File: src/sv/round_robin_scheduler_partitions_top_defines.svh
// Assertion macros for the scheduler RTL (used by the datapath).
// Needs clk and arst_n in the scope that uses them.
`ifndef ROUND_ROBIN_SCHEDULER_PARTITIONS_TOP_DEFINES_SVH
`define ROUND_ROBIN_SCHEDULER_PARTITIONS_TOP_DEFINES_SVH

// same-cycle implication
`define RRSP_ASSERT_IMPL(lbl, ante, cons) \
	lbl: assert property (@(posedge clk) disable iff (!arst_n) (ante) |-> (cons)) \
		else $error("rrsp check failed");

// next-cycle implication
`define RRSP_ASSERT_NEXT(lbl, ante, cons) \
	lbl: assert property (@(posedge clk) disable iff (!arst_n) (ante) |=> (cons)) \
		else $error("rrsp check failed");

`endif

File: src/sv/rrsp_pkg.sv
// Shared types and constants for the round-robin scheduler.
// No dependencies.
`timescale 1ns / 1ps

package rrsp_pkg;

	localparam logic [2:0] ST_NEW     = 3'd0;
	localparam logic [2:0] ST_READY   = 3'd1;
	localparam logic [2:0] ST_RUNNING = 3'd2;
	localparam logic [2:0] ST_WAITING = 3'd3;
	localparam logic [2:0] ST_TERM    = 3'd4;

	localparam logic OP_LOAD = 1'b0;
	localparam logic OP_TICK = 1'b1;

	localparam logic KIND_REC  = 1'b0;
	localparam logic KIND_STAT = 1'b1;

	localparam logic [2:0] CFG_QUANTUM = 3'd0;
	localparam logic [2:0] CFG_PART0   = 3'd1;

	localparam logic [16:0] IO_NEVER = 17'd99999;
	localparam logic [15:0] QUANTUM_RST = 16'd100;
	localparam logic [7:0] PART_RST [6] = '{8'd40, 8'd25, 8'd15, 8'd10, 8'd8, 8'd2};

	typedef struct packed {
		logic [2:0]  state;
		logic [2:0]  logged;
		logic [15:0] pid;
		logic [7:0]  mem;
		logic [15:0] arrival;
		logic [15:0] remaining;
		logic [16:0] io_every;
		logic [15:0] io_wait;
		logic [15:0] cooldown;
		logic [16:0] budget;
		logic [15:0] quantum;
	} slot_rec_t;

	typedef enum logic [2:0] {
		PH_SCAN  = 3'd0,
		PH_RUN   = 3'd1,
		PH_PICK  = 3'd2,
		PH_COUNT = 3'd3,
		PH_STAT  = 3'd4
	} phase_t;

	typedef struct packed {
		logic   start;
		logic   load;
		logic   rd;
		logic   ex;
		phase_t phase;
	} cmd_t;

	typedef struct packed {
		logic need_emit;
		logic blocked;
		logic idx_last;
		logic no_slots;
	} stat_t;

	function automatic logic [15:0] dec16(input logic [15:0] v);
		return (v != 16'd0) ? v - 16'd1 : 16'd0;
	endfunction

	function automatic logic [16:0] dec17(input logic [16:0] v);
		return (v != 17'd0) ? v - 17'd1 : 17'd0;
	endfunction

endpackage

File: src/sv/rrsp_ctrl.sv
// Sequencer for the scheduler: walks the per-tick passes.
// Depends on rrsp_pkg.
`timescale 1ns / 1ps

module rrsp_ctrl (
	input  logic          clk,
	input  logic          arst_n,
	input  logic          in_valid,
	input  logic          opcode,
	output logic          in_stall,
	input  rrsp_pkg::stat_t st,
	output rrsp_pkg::cmd_t  cmd
);

	typedef enum logic [9:0] {
		S_IDLE = 10'b0000000001,
		S_ARD  = 10'b0000000010,
		S_AEX  = 10'b0000000100,
		S_RRD  = 10'b0000001000,
		S_REX  = 10'b0000010000,
		S_PRD  = 10'b0000100000,
		S_PEX  = 10'b0001000000,
		S_CRD  = 10'b0010000000,
		S_CEX  = 10'b0100000000,
		S_STAT = 10'b1000000000
	} fsm_t;

	fsm_t state_q, state_d;
	logic go;

	assign go = !(st.need_emit && st.blocked);
	assign in_stall = (state_q != S_IDLE);

	always_comb begin
		state_d   = state_q;
		cmd.start = 1'b0;
		cmd.load  = 1'b0;
		cmd.rd    = 1'b0;
		cmd.ex    = 1'b0;
		cmd.phase = rrsp_pkg::PH_STAT;
		case (state_q)
			S_IDLE: begin
				if (in_valid) begin
					if (opcode == rrsp_pkg::OP_LOAD) begin
						cmd.load = 1'b1;
					end else begin
						cmd.start = 1'b1;
						state_d = st.no_slots ? S_RRD : S_ARD;
					end
				end
			end
			S_ARD: begin
				cmd.phase = rrsp_pkg::PH_SCAN;
				cmd.rd = 1'b1;
				state_d = S_AEX;
			end
			S_AEX: begin
				cmd.phase = rrsp_pkg::PH_SCAN;
				if (go) begin
					cmd.ex = 1'b1;
					state_d = st.idx_last ? S_RRD : S_ARD;
				end
			end
			S_RRD: begin
				cmd.phase = rrsp_pkg::PH_RUN;
				cmd.rd = 1'b1;
				state_d = S_REX;
			end
			S_REX: begin
				cmd.phase = rrsp_pkg::PH_RUN;
				if (go) begin
					cmd.ex = 1'b1;
					state_d = S_PRD;
				end
			end
			S_PRD: begin
				cmd.phase = rrsp_pkg::PH_PICK;
				cmd.rd = 1'b1;
				state_d = S_PEX;
			end
			S_PEX: begin
				cmd.phase = rrsp_pkg::PH_PICK;
				if (go) begin
					cmd.ex = 1'b1;
					state_d = st.no_slots ? S_STAT : S_CRD;
				end
			end
			S_CRD: begin
				cmd.phase = rrsp_pkg::PH_COUNT;
				cmd.rd = 1'b1;
				state_d = S_CEX;
			end
			S_CEX: begin
				cmd.phase = rrsp_pkg::PH_COUNT;
				cmd.ex = 1'b1;
				state_d = st.idx_last ? S_STAT : S_CRD;
			end
			S_STAT: begin
				cmd.phase = rrsp_pkg::PH_STAT;
				if (go) begin
					cmd.ex = 1'b1;
					state_d = S_IDLE;
				end
			end
			default: state_d = S_IDLE;
		endcase
	end

	always_ff @(posedge clk or negedge arst_n) begin
		if (!arst_n) begin
			state_q <= S_IDLE;
		end else begin
			state_q <= state_d;
		end
	end

endmodule

File: src/sv/rrsp_dp.sv
// Scheduler datapath: slot memory, partitions, counters, result register.
// Depends on rrsp_pkg and the assertion macro header.
`timescale 1ns / 1ps
`include "round_robin_scheduler_partitions_top_defines.svh"

module rrsp_dp #(
	parameter int MAX_PROCS = 16,
	parameter int NUM_PARTS = 6
) (
	input  logic          clk,
	input  logic          arst_n,
	input  rrsp_pkg::cmd_t  cmd,
	output rrsp_pkg::stat_t st,
	input  logic          wr_en,
	input  logic [2:0]    wr_index,
	input  logic [15:0]   wr_data,
	input  logic [15:0]   proc_id,
	input  logic [7:0]    mem_need,
	input  logic [15:0]   arrival_ticks,
	input  logic [15:0]   cpu_ticks,
	input  logic [15:0]   io_every,
	input  logic [15:0]   io_wait,
	output logic          out_valid,
	input  logic          out_stall,
	output logic          kind,
	output logic [31:0]   stamp,
	output logic [15:0]   who,
	output logic [2:0]    from_state,
	output logic [2:0]    to_state,
	output logic          all_done,
	output logic          last
);

	localparam int IW = (MAX_PROCS > 1) ? $clog2(MAX_PROCS) : 1;
	localparam int CW = $clog2(MAX_PROCS + 1);

	rrsp_pkg::slot_rec_t mem_q [MAX_PROCS];
	rrsp_pkg::slot_rec_t rd_q, nrec, load_rec;

	logic [15:0]   quantum_cfg_q;
	logic [7:0]    part_size_q [NUM_PARTS];
	logic [NUM_PARTS-1:0] busy_q;
	logic [15:0]   owner_q [NUM_PARTS];

	logic [CW-1:0] loaded_q;
	logic [IW-1:0] idx_q, run_slot_q, first_idx_q, pick_q, addr, pick_d;
	logic          run_v_q, first_v_q, pick_v_q, done_q, pick_v_d;
	logic [31:0]   tick_q;

	logic [NUM_PARTS-1:0] fit_oh;
	logic          admit, wake, term, wt, pre, emit, run_after, wr_slot;
	logic [2:0]    eto, st_mid;

	logic          out_valid_q, kind_q, all_done_q, last_q;
	logic [31:0]   stamp_q;
	logic [15:0]   who_q;
	logic [2:0]    from_q, to_q;

	always_comb begin
		case (cmd.phase)
			rrsp_pkg::PH_RUN:  addr = run_slot_q;
			rrsp_pkg::PH_PICK: addr = pick_q;
			default:           addr = idx_q;
		endcase
	end

	// highest free partition that fits wins
	always_comb begin
		fit_oh = '0;
		for (int p = 0; p < NUM_PARTS; p++) begin
			if (!busy_q[p] && part_size_q[p] >= rd_q.mem) begin
				fit_oh = '0;
				fit_oh[p] = 1'b1;
			end
		end
	end

	always_comb begin
		nrec      = rd_q;
		emit      = 1'b0;
		eto       = rrsp_pkg::ST_NEW;
		admit     = 1'b0;
		wake      = 1'b0;
		term      = 1'b0;
		wt        = 1'b0;
		pre       = 1'b0;
		st_mid    = rd_q.state;
		run_after = run_v_q;
		pick_d    = first_idx_q;
		pick_v_d  = 1'b0;
		case (cmd.phase)
			rrsp_pkg::PH_SCAN: begin
				admit = (rd_q.state == rrsp_pkg::ST_NEW) && (rd_q.arrival == 16'd0)
					&& (|fit_oh);
				st_mid = admit ? rrsp_pkg::ST_WAITING : rd_q.state;
				wake = (st_mid == rrsp_pkg::ST_WAITING) && (rd_q.cooldown == 16'd0);
				nrec.state = st_mid;
				if (wake) begin
					emit = 1'b1;
					eto = rrsp_pkg::ST_READY;
					nrec.budget = rd_q.io_every;
					nrec.cooldown = rd_q.io_wait;
				end
			end
			rrsp_pkg::PH_RUN: begin
				if (run_v_q) begin
					term = (rd_q.remaining == 16'd0);
					wt = !term && (rd_q.budget == 17'd0);
					pre = !term && !wt && (rd_q.quantum == 16'd0);
				end
				run_after = run_v_q && !(term || wt || pre);
				if (term) begin
					emit = 1'b1;
					eto = rrsp_pkg::ST_TERM;
				end else if (wt) begin
					emit = 1'b1;
					eto = rrsp_pkg::ST_WAITING;
				end else if (pre) begin
					emit = 1'b1;
					eto = rrsp_pkg::ST_READY;
					nrec.quantum = quantum_cfg_q;
				end
				// preempted slot competes with the scan's first ready slot
				if (pre && !(first_v_q && first_idx_q < run_slot_q)) begin
					pick_d = run_slot_q;
				end
				pick_v_d = !run_after && (pre || first_v_q);
			end
			rrsp_pkg::PH_PICK: begin
				if (pick_v_q) begin
					emit = 1'b1;
					eto = rrsp_pkg::ST_RUNNING;
				end
			end
			rrsp_pkg::PH_COUNT: begin
				if (rd_q.state == rrsp_pkg::ST_RUNNING) begin
					nrec.budget = rrsp_pkg::dec17(rd_q.budget);
					nrec.remaining = rrsp_pkg::dec16(rd_q.remaining);
					nrec.quantum = rrsp_pkg::dec16(rd_q.quantum);
				end else if (rd_q.state == rrsp_pkg::ST_WAITING) begin
					nrec.cooldown = rrsp_pkg::dec16(rd_q.cooldown);
				end else if (rd_q.state == rrsp_pkg::ST_NEW) begin
					nrec.arrival = rrsp_pkg::dec16(rd_q.arrival);
				end
			end
			rrsp_pkg::PH_STAT: emit = 1'b1;
			default: ;
		endcase
		if (emit && cmd.phase != rrsp_pkg::PH_STAT) begin
			nrec.state = eto;
			nrec.logged = eto;
		end
	end

	assign wr_slot = cmd.ex && (cmd.phase != rrsp_pkg::PH_STAT);

	always_comb begin
		load_rec.state     = rrsp_pkg::ST_NEW;
		load_rec.logged    = rrsp_pkg::ST_NEW;
		load_rec.pid       = proc_id;
		load_rec.mem       = mem_need;
		load_rec.arrival   = arrival_ticks;
		load_rec.remaining = cpu_ticks;
		load_rec.io_every  = (io_every == 16'd0) ? rrsp_pkg::IO_NEVER : {1'b0, io_every};
		load_rec.io_wait   = io_wait;
		load_rec.cooldown  = 16'd0;
		load_rec.budget    = 17'd0;
		load_rec.quantum   = quantum_cfg_q;
	end

	// slot memory: one write, one registered read per cycle
	always_ff @(posedge clk) begin
		if (cmd.load && loaded_q < CW'(MAX_PROCS)) begin
			mem_q[loaded_q[IW-1:0]] <= load_rec;
		end else if (wr_slot) begin
			mem_q[addr] <= nrec;
		end
		if (cmd.rd) begin
			rd_q <= mem_q[addr];
		end
	end

	always_ff @(posedge clk or negedge arst_n) begin
		if (!arst_n) begin
			quantum_cfg_q <= rrsp_pkg::QUANTUM_RST;
			for (int p = 0; p < NUM_PARTS; p++) begin
				part_size_q[p] <= rrsp_pkg::PART_RST[p];
				owner_q[p] <= 16'd0;
			end
			busy_q      <= '0;
			loaded_q    <= '0;
			idx_q       <= '0;
			run_slot_q  <= '0;
			run_v_q     <= 1'b0;
			first_idx_q <= '0;
			first_v_q   <= 1'b0;
			pick_q      <= '0;
			pick_v_q    <= 1'b0;
			done_q      <= 1'b1;
			tick_q      <= 32'd0;
		end else begin
			if (wr_en) begin
				if (wr_index == rrsp_pkg::CFG_QUANTUM) begin
					quantum_cfg_q <= wr_data;
				end
				for (int p = 0; p < NUM_PARTS; p++) begin
					if (wr_index == rrsp_pkg::CFG_PART0 + 3'(p)) begin
						part_size_q[p] <= wr_data[7:0];
					end
				end
			end
			if (cmd.load && loaded_q < CW'(MAX_PROCS)) begin
				loaded_q <= loaded_q + CW'(1);
			end
			if (cmd.start) begin
				idx_q <= '0;
				first_v_q <= 1'b0;
				done_q <= 1'b1;
			end
			if (cmd.ex) begin
				case (cmd.phase)
					rrsp_pkg::PH_SCAN: begin
						idx_q <= idx_q + IW'(1);
						if (admit) begin
							for (int p = 0; p < NUM_PARTS; p++) begin
								if (fit_oh[p]) begin
									busy_q[p] <= 1'b1;
									owner_q[p] <= rd_q.pid;
								end
							end
						end
						if (nrec.state == rrsp_pkg::ST_READY && !first_v_q) begin
							first_v_q <= 1'b1;
							first_idx_q <= idx_q;
						end
					end
					rrsp_pkg::PH_RUN: begin
						if (term) begin
							for (int p = 0; p < NUM_PARTS; p++) begin
								if (busy_q[p] && owner_q[p] == rd_q.pid) begin
									busy_q[p] <= 1'b0;
									owner_q[p] <= 16'd0;
								end
							end
						end
						run_v_q <= run_after;
						pick_q <= pick_d;
						pick_v_q <= pick_v_d;
					end
					rrsp_pkg::PH_PICK: begin
						idx_q <= '0;
						if (pick_v_q) begin
							run_v_q <= 1'b1;
							run_slot_q <= pick_q;
						end
					end
					rrsp_pkg::PH_COUNT: begin
						idx_q <= idx_q + IW'(1);
						if (rd_q.state != rrsp_pkg::ST_TERM) begin
							done_q <= 1'b0;
						end
					end
					rrsp_pkg::PH_STAT: tick_q <= tick_q + 32'd1;
					default: ;
				endcase
			end
		end
	end

	// result register
	always_ff @(posedge clk or negedge arst_n) begin
		if (!arst_n) begin
			out_valid_q <= 1'b0;
		end else if (cmd.ex && emit) begin
			out_valid_q <= 1'b1;
		end else if (!out_stall) begin
			out_valid_q <= 1'b0;
		end
	end

	always_ff @(posedge clk) begin
		if (cmd.ex && emit) begin
			stamp_q <= tick_q;
			if (cmd.phase == rrsp_pkg::PH_STAT) begin
				kind_q <= rrsp_pkg::KIND_STAT;
				who_q <= 16'd0;
				from_q <= rrsp_pkg::ST_NEW;
				to_q <= rrsp_pkg::ST_NEW;
				all_done_q <= done_q;
				last_q <= 1'b1;
			end else begin
				kind_q <= rrsp_pkg::KIND_REC;
				who_q <= rd_q.pid;
				from_q <= rd_q.logged;
				to_q <= eto;
				all_done_q <= 1'b0;
				last_q <= 1'b0;
			end
		end
	end

	assign out_valid  = out_valid_q;
	assign kind       = kind_q;
	assign stamp      = stamp_q;
	assign who        = who_q;
	assign from_state = from_q;
	assign to_state   = to_q;
	assign all_done   = all_done_q;
	assign last       = last_q;

	assign st.need_emit = emit;
	assign st.blocked   = out_valid_q && out_stall;
	assign st.idx_last  = (CW'(idx_q) == loaded_q - CW'(1));
	assign st.no_slots  = (loaded_q == '0);

	`RRSP_ASSERT_IMPL(a_loaded_bound, 1'b1, loaded_q <= CW'(MAX_PROCS))
	`RRSP_ASSERT_IMPL(a_run_in_range, run_v_q, CW'(run_slot_q) < loaded_q)
	`RRSP_ASSERT_IMPL(a_no_overwrite, cmd.ex && emit, !(out_valid_q && out_stall))
	`RRSP_ASSERT_NEXT(a_tick_adv, cmd.ex && cmd.phase == rrsp_pkg::PH_STAT,
		tick_q == $past(tick_q) + 32'd1)

endmodule

File: src/sv/round_robin_scheduler_partitions_top.sv
// Round-robin scheduler with fixed memory partitions, top level.
// Load word: accepted while idle, no result. Tick word with L loaded slots: two
// passes over the single-port slot memory (a read and an execute step per slot),
// then the status word; a step that emits waits while the result side stalls.
// One result register.
// Reset (arst_n low, asynchronous): no slots, tick count zero, all partitions free.
`timescale 1ns / 1ps

module round_robin_scheduler_partitions_top #(
	parameter int MAX_PROCS = 16,
	parameter int NUM_PARTS = 6
) (
	input  logic        clk,
	input  logic        arst_n,
	// configuration writes
	input  logic        wr_en,
	input  logic [2:0]  wr_index,
	input  logic [15:0] wr_data,
	// input words
	input  logic        in_valid,
	output logic        in_stall,
	input  logic        opcode,
	input  logic [15:0] proc_id,
	input  logic [7:0]  mem_need,
	input  logic [15:0] arrival_ticks,
	input  logic [15:0] cpu_ticks,
	input  logic [15:0] io_every,
	input  logic [15:0] io_wait,
	// result words
	output logic        out_valid,
	input  logic        out_stall,
	output logic        kind,
	output logic [31:0] stamp,
	output logic [15:0] who,
	output logic [2:0]  from_state,
	output logic [2:0]  to_state,
	output logic        all_done,
	output logic        last
);

	// Per tick the sequencer runs: admit/wake scan over all slots, handling of
	// the running slot, dispatch of the chosen ready slot, the counter pass,
	// then the status word. Record words go out as each step produces them;
	// a step that emits a word waits while the result register is full and stalled.
	// Quantum and partition sizes return to their defaults on reset.
	rrsp_pkg::cmd_t  cmd;
	rrsp_pkg::stat_t st;

	rrsp_ctrl u_ctrl (
		.clk      (clk),
		.arst_n   (arst_n),
		.in_valid (in_valid),
		.opcode   (opcode),
		.in_stall (in_stall),
		.st       (st),
		.cmd      (cmd)
	);

	rrsp_dp #(
		.MAX_PROCS (MAX_PROCS),
		.NUM_PARTS (NUM_PARTS)
	) u_dp (
		.clk           (clk),
		.arst_n        (arst_n),
		.cmd           (cmd),
		.st            (st),
		.wr_en         (wr_en),
		.wr_index      (wr_index),
		.wr_data       (wr_data),
		.proc_id       (proc_id),
		.mem_need      (mem_need),
		.arrival_ticks (arrival_ticks),
		.cpu_ticks     (cpu_ticks),
		.io_every      (io_every),
		.io_wait       (io_wait),
		.out_valid     (out_valid),
		.out_stall     (out_stall),
		.kind          (kind),
		.stamp         (stamp),
		.who           (who),
		.from_state    (from_state),
		.to_state      (to_state),
		.all_done      (all_done),
		.last          (last)
	);

endmodule
File: config.mk
export PLATFORM = sky130hd
export DESIGN_NAME = round_robin_scheduler_partitions_top
export DESIGN_NICKNAME = d
export VERILOG_FILES = /design/src/sv/rrsp_pkg.sv /design/src/sv/rrsp_ctrl.sv /design/src/sv/rrsp_dp.sv /design/src/sv/round_robin_scheduler_partitions_top.sv
export VERILOG_INCLUDE_DIRS = /design/src /design/src/sv
export SDC_FILE = /design/constraint.sdc
export NUM_CORES = 2
export LEC_CHECK = 0
export BUFFER_PORTS_ARGS = -buffer_cell sky130_fd_sc_hd__buf_4
export CAP_MARGIN = 5
export CORE_MARGIN = 3
export CORE_UTILIZATION = 39
export DETAILED_ROUTE_END_ITERATION = 8
export HOLD_SLACK_MARGIN = 0.03
export PLACE_DENSITY = 0.55
export SLEW_MARGIN = 20
export SYNTH_ARGS = -nofsm -noshare
export SYNTH_HDL_FRONTEND = slang
export SYNTH_SLANG_ARGS = --single-unit
export TNS_END_PERCENT = 1
File: constraint.sdc
create_clock -name clk -period 14.3 [get_ports clk]
set_clock_uncertainty 0.2 [all_clocks]
set_input_delay 2.86 -clock clk [delete_from_list [all_inputs] [get_ports clk]]
set_output_delay 2.86 -clock clk [all_outputs]
set_load 0.1 [all_outputs]
# Word-level counts from Yosys, hierarchy flattened
# Memories as Yosys holds them, arrays and structs flattened. A register that Yosys moved wholly into a read port is not among the register bits.
# Index checks and enable logic that the tools add are counted.
[word_totals]
reg_bits = 290
mem_bits_rw = 2304
in_bits = 113
out_inout_bits = 59
wordCells = 324
n_memories = 1
[classes]
n_addsub = 9
order_cmp = 8
n_eq_ne = 56
n_mux = 124
n_reduce_logical = 89
[mem_list]
columns = ["memory", "words", "word_bits", "read_ports", "rd_ports_with_merged_regs", "wr", "line_no", "rtl"]
rows = [
  ["u_dp.mem_q", 16, 144, 1, 1, 1, "rrsp_dp.sv:37", "rrsp_pkg::slot_rec_t mem_q [MAX_PROCS];"],
]
[ops]
columns = ["operator", "n"]
rows = [
  ["2-to-1 mux 16 bit", 25],
  ["2-to-1 mux 96 bit", 2],
  ["case mux 96 bit (2 select lines)", 1],
  ["2-to-1 mux 144 bit", 1],
  ["OR reduction 144 bit", 1],
  ["case mux 10 bit (10 select lines)", 1],
  ["equality test 16 bit", 6],
  ["zero test 16 bit", 5],
  ["2-to-1 mux 10 bit", 8],
  ["2-to-1 mux 33 bit", 2],
  ["case mux 33 bit (2 select lines)", 1],
  ["nonzero test 16 bit", 4],
  ["subtractor 16 x 1 -> 16 bit, second input constant", 4],
  ["2-to-1 mux 1 bit", 50],
  ["greater-or-equal comparator 8 bit", 6],
  ["AND reduction 6 bit", 7],
  ["2-to-1 mux 17 bit", 2],
  ["adder 32 x 1 -> 32 bit, second input constant", 1],
  ["2-to-1 mux 32 bit", 1],
  ["inequality test 2 x 1 -> 1 bit, second input constant", 16],
  ["case mux 16 bit (2 select lines)", 1],
  ["logical AND 1 bit", 29],
  ["2-to-1 mux 4 bit", 7],
  ["2-to-1 mux 6 bit", 4],
  ["other kinds (44)", 101],
]

# Longest topological paths before layout
[logic_depth]
word_depth = 24
depth_mapped = 16

# By module
# Synthesis repeated with hierarchy kept, for this count alone.
[unflattened]
hier_cells = 6109
area_unflattened_um2 = 110095.6
[by_module_without_submodules]
columns = ["mod", "n_inst", "cells_per_inst", "area_each_um2", "seq_area_each_um2"]
rows = [
  ["rrsp_dp", 1, 6011, 109263.5, 80818.8],
  ["rrsp_ctrl", 1, 98, 832.0, 251.5],
]

# Worst setup path before layout
# No wires, ideal clock.
[synth_timing]
path_type = "input-to-reg"
from = "input out_stall"
to = "memory u_dp.mem_q[15][0] (netlist bit) (enable)"
setup_time_ps = 866
arrival_time_ps = 14730
path_slack_ps = -1496
path_stages = 7
n_path_buf = 2
cell_sequence = "and2_0 -> o32ai_1 -> a2bb2oi_1 -> o22a_1 -> buf_4 -> buf_2 -> o32ai_1"
[synth_between]
elab_chain_cells = 10
word_cells_on_any_way = 11
cone_classes = "mux (7); reduce/logical (4)"
[synth_lines]
columns = ["element", "line_no", "rtl"]
rows = [
  ["start: declaration", "round_robin_scheduler_partitions_top.sv:31", "input logic out_stall,"],
  ["logical AND 1 bit *", "rrsp_dp.sv:312", "assign st.blocked = out_valid_q && out_stall;"],
  ["logical AND 1 bit *", "rrsp_ctrl.sv:31", "assign go = !(st.need_emit && st.blocked);"],
  ["2-to-1 mux 1 bit *", "n/a", ""],
  ["case mux 1 bit (2 select lines) *", "rrsp_ctrl.sv:41", "case (state_q)"],
  ["logical AND 1 bit *", "rrsp_dp.sv:155", "assign wr_slot = cmd.ex && (cmd.phase != rrsp_pkg::PH_STAT);"],
  ["2-to-1 mux 1 bit *", "rrsp_dp.sv:175", "end else if (wr_slot) begin"],
  ["2-to-1 mux 1 bit *", "rrsp_dp.sv:173", "if (cmd.load && loaded_q < CW'(MAX_PROCS)) begin"],
  ["2-to-1 mux 1 bit (implied by the code) *", "rrsp_dp.sv:176", "mem_q[addr] <= nrec;"],
  ["OR reduction 144 bit (no line)", "n/a", ""],
  ["2-to-1 mux 4 bit (no line) or 2-to-1 mux 1 bit (tied branches)", "n/a", ""],
  ["end: declaration", "rrsp_dp.sv:37", ""],
]
# Every way passes the cells marked *; elsewhere a longest branch is shown, timed or not.

# Worst setup path after layout
[layout_timing]
from = "input out_stall"
to = "memory u_dp.mem_q[11][93] (netlist bit) (enable)"
# Same word-level chain as after synthesis.

==> impl_metrics.json <==
{
  "grt_usage_pct": 21.8,
  "grt_max_degree": 180,
  "drive_gt1_share_pct": 11.4,
  "synth_area_um2": 113000,
  "finalWirelength_um": 331000,
  "max-slew-margin-rel_pct": 20.7,
  "cts_hold_buf": 0,
  "dominantRegCellSynth": "edfxtp_1",
  "ys_seq_elements": 2738,
  "clock_latency_ns": 0.87,
  "syn_area_per_cell_um2": 12.9,
  "numPortBuffers": 171,
  "power.density_nw_per_um2": 163,
  "ff_latch_area_um2": 81100,
  "num_rows": 196,
  "synthTopCellsByArea": "edfxtp_1 (67%), nand2_1 (7.6%), nand3_1 (5.2%)",
  "async_flop_share_pct": 8.55,
  "clk_pin_slew_worst_paths_ns": 0.06,
  "vias_per_cell": 5.75,
  "timing.rr.start": "u_ctrl.state_q[8]$_DFFE_PN0P_",
  "synth_edf_count": 2504,
  "grt_pass1_vias": 71400,
  "die_area_um2": 296000,
  "wire_per_inst_um": 25.8,
  "fp.dieH_um": 544,
  "antenna_found_initial": 8,
  "num_vias": 73800,
  "outcome": "finished clean",
  "start_util_pct": 39.4,
  "arrival_ns": 7.77,
  "cp-start-kind": "primary input",
  "yosys.area.top_type_share_pct": 66.6,
  "ir_drop_v": 0.000142,
  "rsz0062_at_grt": "false",
  "post_cts_resized": 0,
  "cp-end-kind": "flop",
  "place_area_um2": 119000,
  "clock_sinks": 2738,
  "ys_seq_area_share_pct": 71.8,
  "netlist_instances": 8767,
  "cts_setup_buffers": 0,
  "finalHoldViolations": 0,
  "fmax_mhz": 133,
  "crit_required_ns": 14.56,
  "r2r_cells": 14,
  "p_leak_nw": 44.4,
  "path_max_fanout": 44,
  "fillers": 25700,
  "syn_to_final_growth_pct": 13.3,
  "fin_crit_sh_pct": 52.5,
  "cap_violations": 0,
  "gp_congestion": 0.822,
  "layout_min_cycle_time_ns": 7.51,
  "cts_tree": "yes",
  "fin_nets": 9007,
  "ant_nets": 0,
  "firstDrtPassIters": 6,
  "syn_nets": 8941,
  "yosys_warnings": 0,
  "cts_buffers": 302,
  "worst-setup-path-type": "primary input to flop",
  "die_w_um": 544,
  "gr-total-overflow": 0,
  "cts.htree.levels": 5,
  "multiInputGateArea_um2": 29700,
  "setup_viol": 0,
  "dp_hpwl_um": 170000,
  "rr_endpoint": "u_dp.rd_q[101]$_DFFE_PP_",
  "core_area_um2": 286000,
  "ys_types": 92,
  "hold_ws_ns": 0.252,
  "drc": 0,
  "clk_path_buf_depth": 4,
  "drt-initial-drc-count": 7352,
  "holdPathEnd": "u_dp.stamp[19]$_DFFE_PP_",
  "max_slew.worst_pin.slew_ns": 1.16,
  "ioPinCount": 172,
  "hp-start": "u_dp.tick_q[19]$_DFFE_PN0P_",
  "grt_pass1_wl_um": 486000,
  "final-max-slew-violation-count": 0,
  "root_buffer": "clkbuf_16",
  "yosysTopAreaCell": "edfxtp_1",
  "rrSetupSlack_ns": 6.91,
  "holdPathStages": 0,
  "hold_path.class": "flop to flop",
  "fin_area_um2": 128000
}
[how the worst max path moves through the flow]
stage | cells past startpoint | to | from | slack [ns]
6_report | 10 | u_dp.mem_q[11][93]$_DFFE_PP_ | out_stall | 6.79
5_1_grt | 14 | u_dp.rd_q[101]$_DFFE_PP_ | u_ctrl.state_q[8]$_DFFE_PN0P_ | 6.58
4_1_cts | 10 | u_dp.mem_q[11][90]$_DFFE_PP_ | out_stall | 6.82
3_5_place_dp | 10 | u_dp.mem_q[11][92]$_DFFE_PP_ | out_stall | 5.92
3_3_place_gp | 10 | u_dp.mem_q[11][92]$_DFFE_PP_ | out_stall | 5.97
2_1_floorplan | 7 | u_dp.mem_q[12][0]$_DFFE_PP_ | out_stall | -1.48
[cells in the final DEF (no fill, tap or decap), drive strengths merged, types with 90 or more instances in the layout]
cell / synthesis / layout
a31oi: 170 / 170
clkbuf: 475 / 372
a311oi: 297 / 297
nor2: 122 / 122
dfrtp: 216 / 216
nand2: 2280 / 2280
xnor2: 90 / 90
buf: 126 / 362
clkinv: 0 / 131
and3: 166 / 166
a21oi: 104 / 104
nand3: 1176 / 1176
a211oi: 153 / 153
edfxtp: 2504 / 2504
mux2: 172 / 172
[cell type report]
| type | instances | share of cell area (%) |
|---|---|---|
| clock inverter | 162 | 0.928 |
| multi-input combinational | 5378 | 23.2 |
| antenna | 2 | 0.00391 |
| inverter | 50 | 0.147 |
| tap | 3762 | 3.68 |
| clock buffer | 371 | 6.24 |
| sequential | 2738 | 63.4 |
| timing repair buffer | 363 | 2.37 |
[cell families (layout without fill, tap and decap cells)]
family / Yosys count / in the layout / synth area share, %
flip-flops: 2738 / 2738 / 71.8
multiplexers: 181 / 181 / 1.86
other: 0 / 2 / 0
AO/OA/AOI/OAI: 955 / 955 / 6.22
adder cells (fa/ha/maj): 61 / 61 / 0.676
AND/OR/NAND/NOR: 4004 / 4004 / 15.7
XOR/XNOR: 177 / 177 / 1.37
buffers and inverters: 651 / 946 / 2.32
[power by group]
part           internal, mW  total, mW  switching [mW]
clock network          4.18       7.33            3.15
registers              9.33       9.62           0.282
logic                  1.06       3.85            2.78
total                  14.6       20.8            6.21
[per-stage QoR]
stage | setup WS (ns) | TNS [ns] | utilization [%] | std cells | power (mW)
after floorplan | -1.48 | -640.47 | - | 8767 | 12.3
after global placement | 5.97 | 0 | 41.4 | 12300 | 13.6
after detailed placement | 5.92 | 0 | 41.4 | 12300 | 13.6
after CTS | 6.82 | 0 | 44.6 | 12800 | 20.9
after global routing | 6.58 | 0 | 44.6 | 12800 | 21.6
final | 6.79 | 0 | 44.6 | 12800 | 20.8
[worst max-delay path, stage by stage]
cell       delay [ns]
buf_4            0.10
and2_0           0.31
o32ai_1          0.31
a2bb2oi_1        0.31
o22ai_4          0.25
buf_4            0.75
nand3_1          0.24
a21oi_4          0.95
buf_4            0.79
buf_4            0.79
[synth_stat cells, types with 8 or more instances]
cell type / number
a311oi_1: 297
edfxtp_1: 2504
buf_1: 49
o21a_1: 11
a21oi_1: 104
nand2_1: 2279
xor2_1: 87
nor2_1: 120
xnor2_1: 90
buf_2: 60
a22oi_1: 19
a21boi_0: 8
clkbuf_1: 475
or3_1: 11
a22o_1: 11
buf_4: 10
nor3b_1: 11
nand4_1: 33
nor4_1: 44
nor2b_1: 32
a221oi_1: 10
o31ai_1: 33
mux2_4: 19
mux2i_1: 9
dfrtp_1: 216
nand3_1: 1173
inv_1: 49
mux2_2: 144
a211oi_1: 153
and3_1: 166
a31oi_1: 170
ha_1: 61
nand2b_1: 11
o21ai_0: 73
and2_1: 24
o22ai_1: 10
mux2_1: 9
or4_1: 10
nor3_1: 41
dfstp_2: 18
[flip-flops by register name, indices dropped and copies added (netlist names), 3 cells and up]
signal and flops:
u_dp.run_slot_q 4, u_dp.idx_q 4, u_dp.pick_q 4, u_dp.to_state 3, u_dp.loaded_q 5, u_dp.from_state 3, u_dp.first_idx_q 4, u_dp.stamp 32
u_ctrl.state_q 10, u_dp.quantum_cfg_q 16, u_dp.part_size_q 48, u_dp.rd_q 87, u_dp.owner_q 96, u_dp.busy_q 6, u_dp.tick_q 32, u_dp.who 16
u_dp.mem_q 2304, u_dp.nrec 57
[layer usage]
metal	share of wire [%]	track usage, %	vias up
met5	0	0	-
met4	2.8	6.55	0
met3	7.0	2.92	495
met2	46	34.5	2786
met1	44	31.5	37800
li1	-	-	32700
Note: power is estimated with default switching activity, not from simulation.
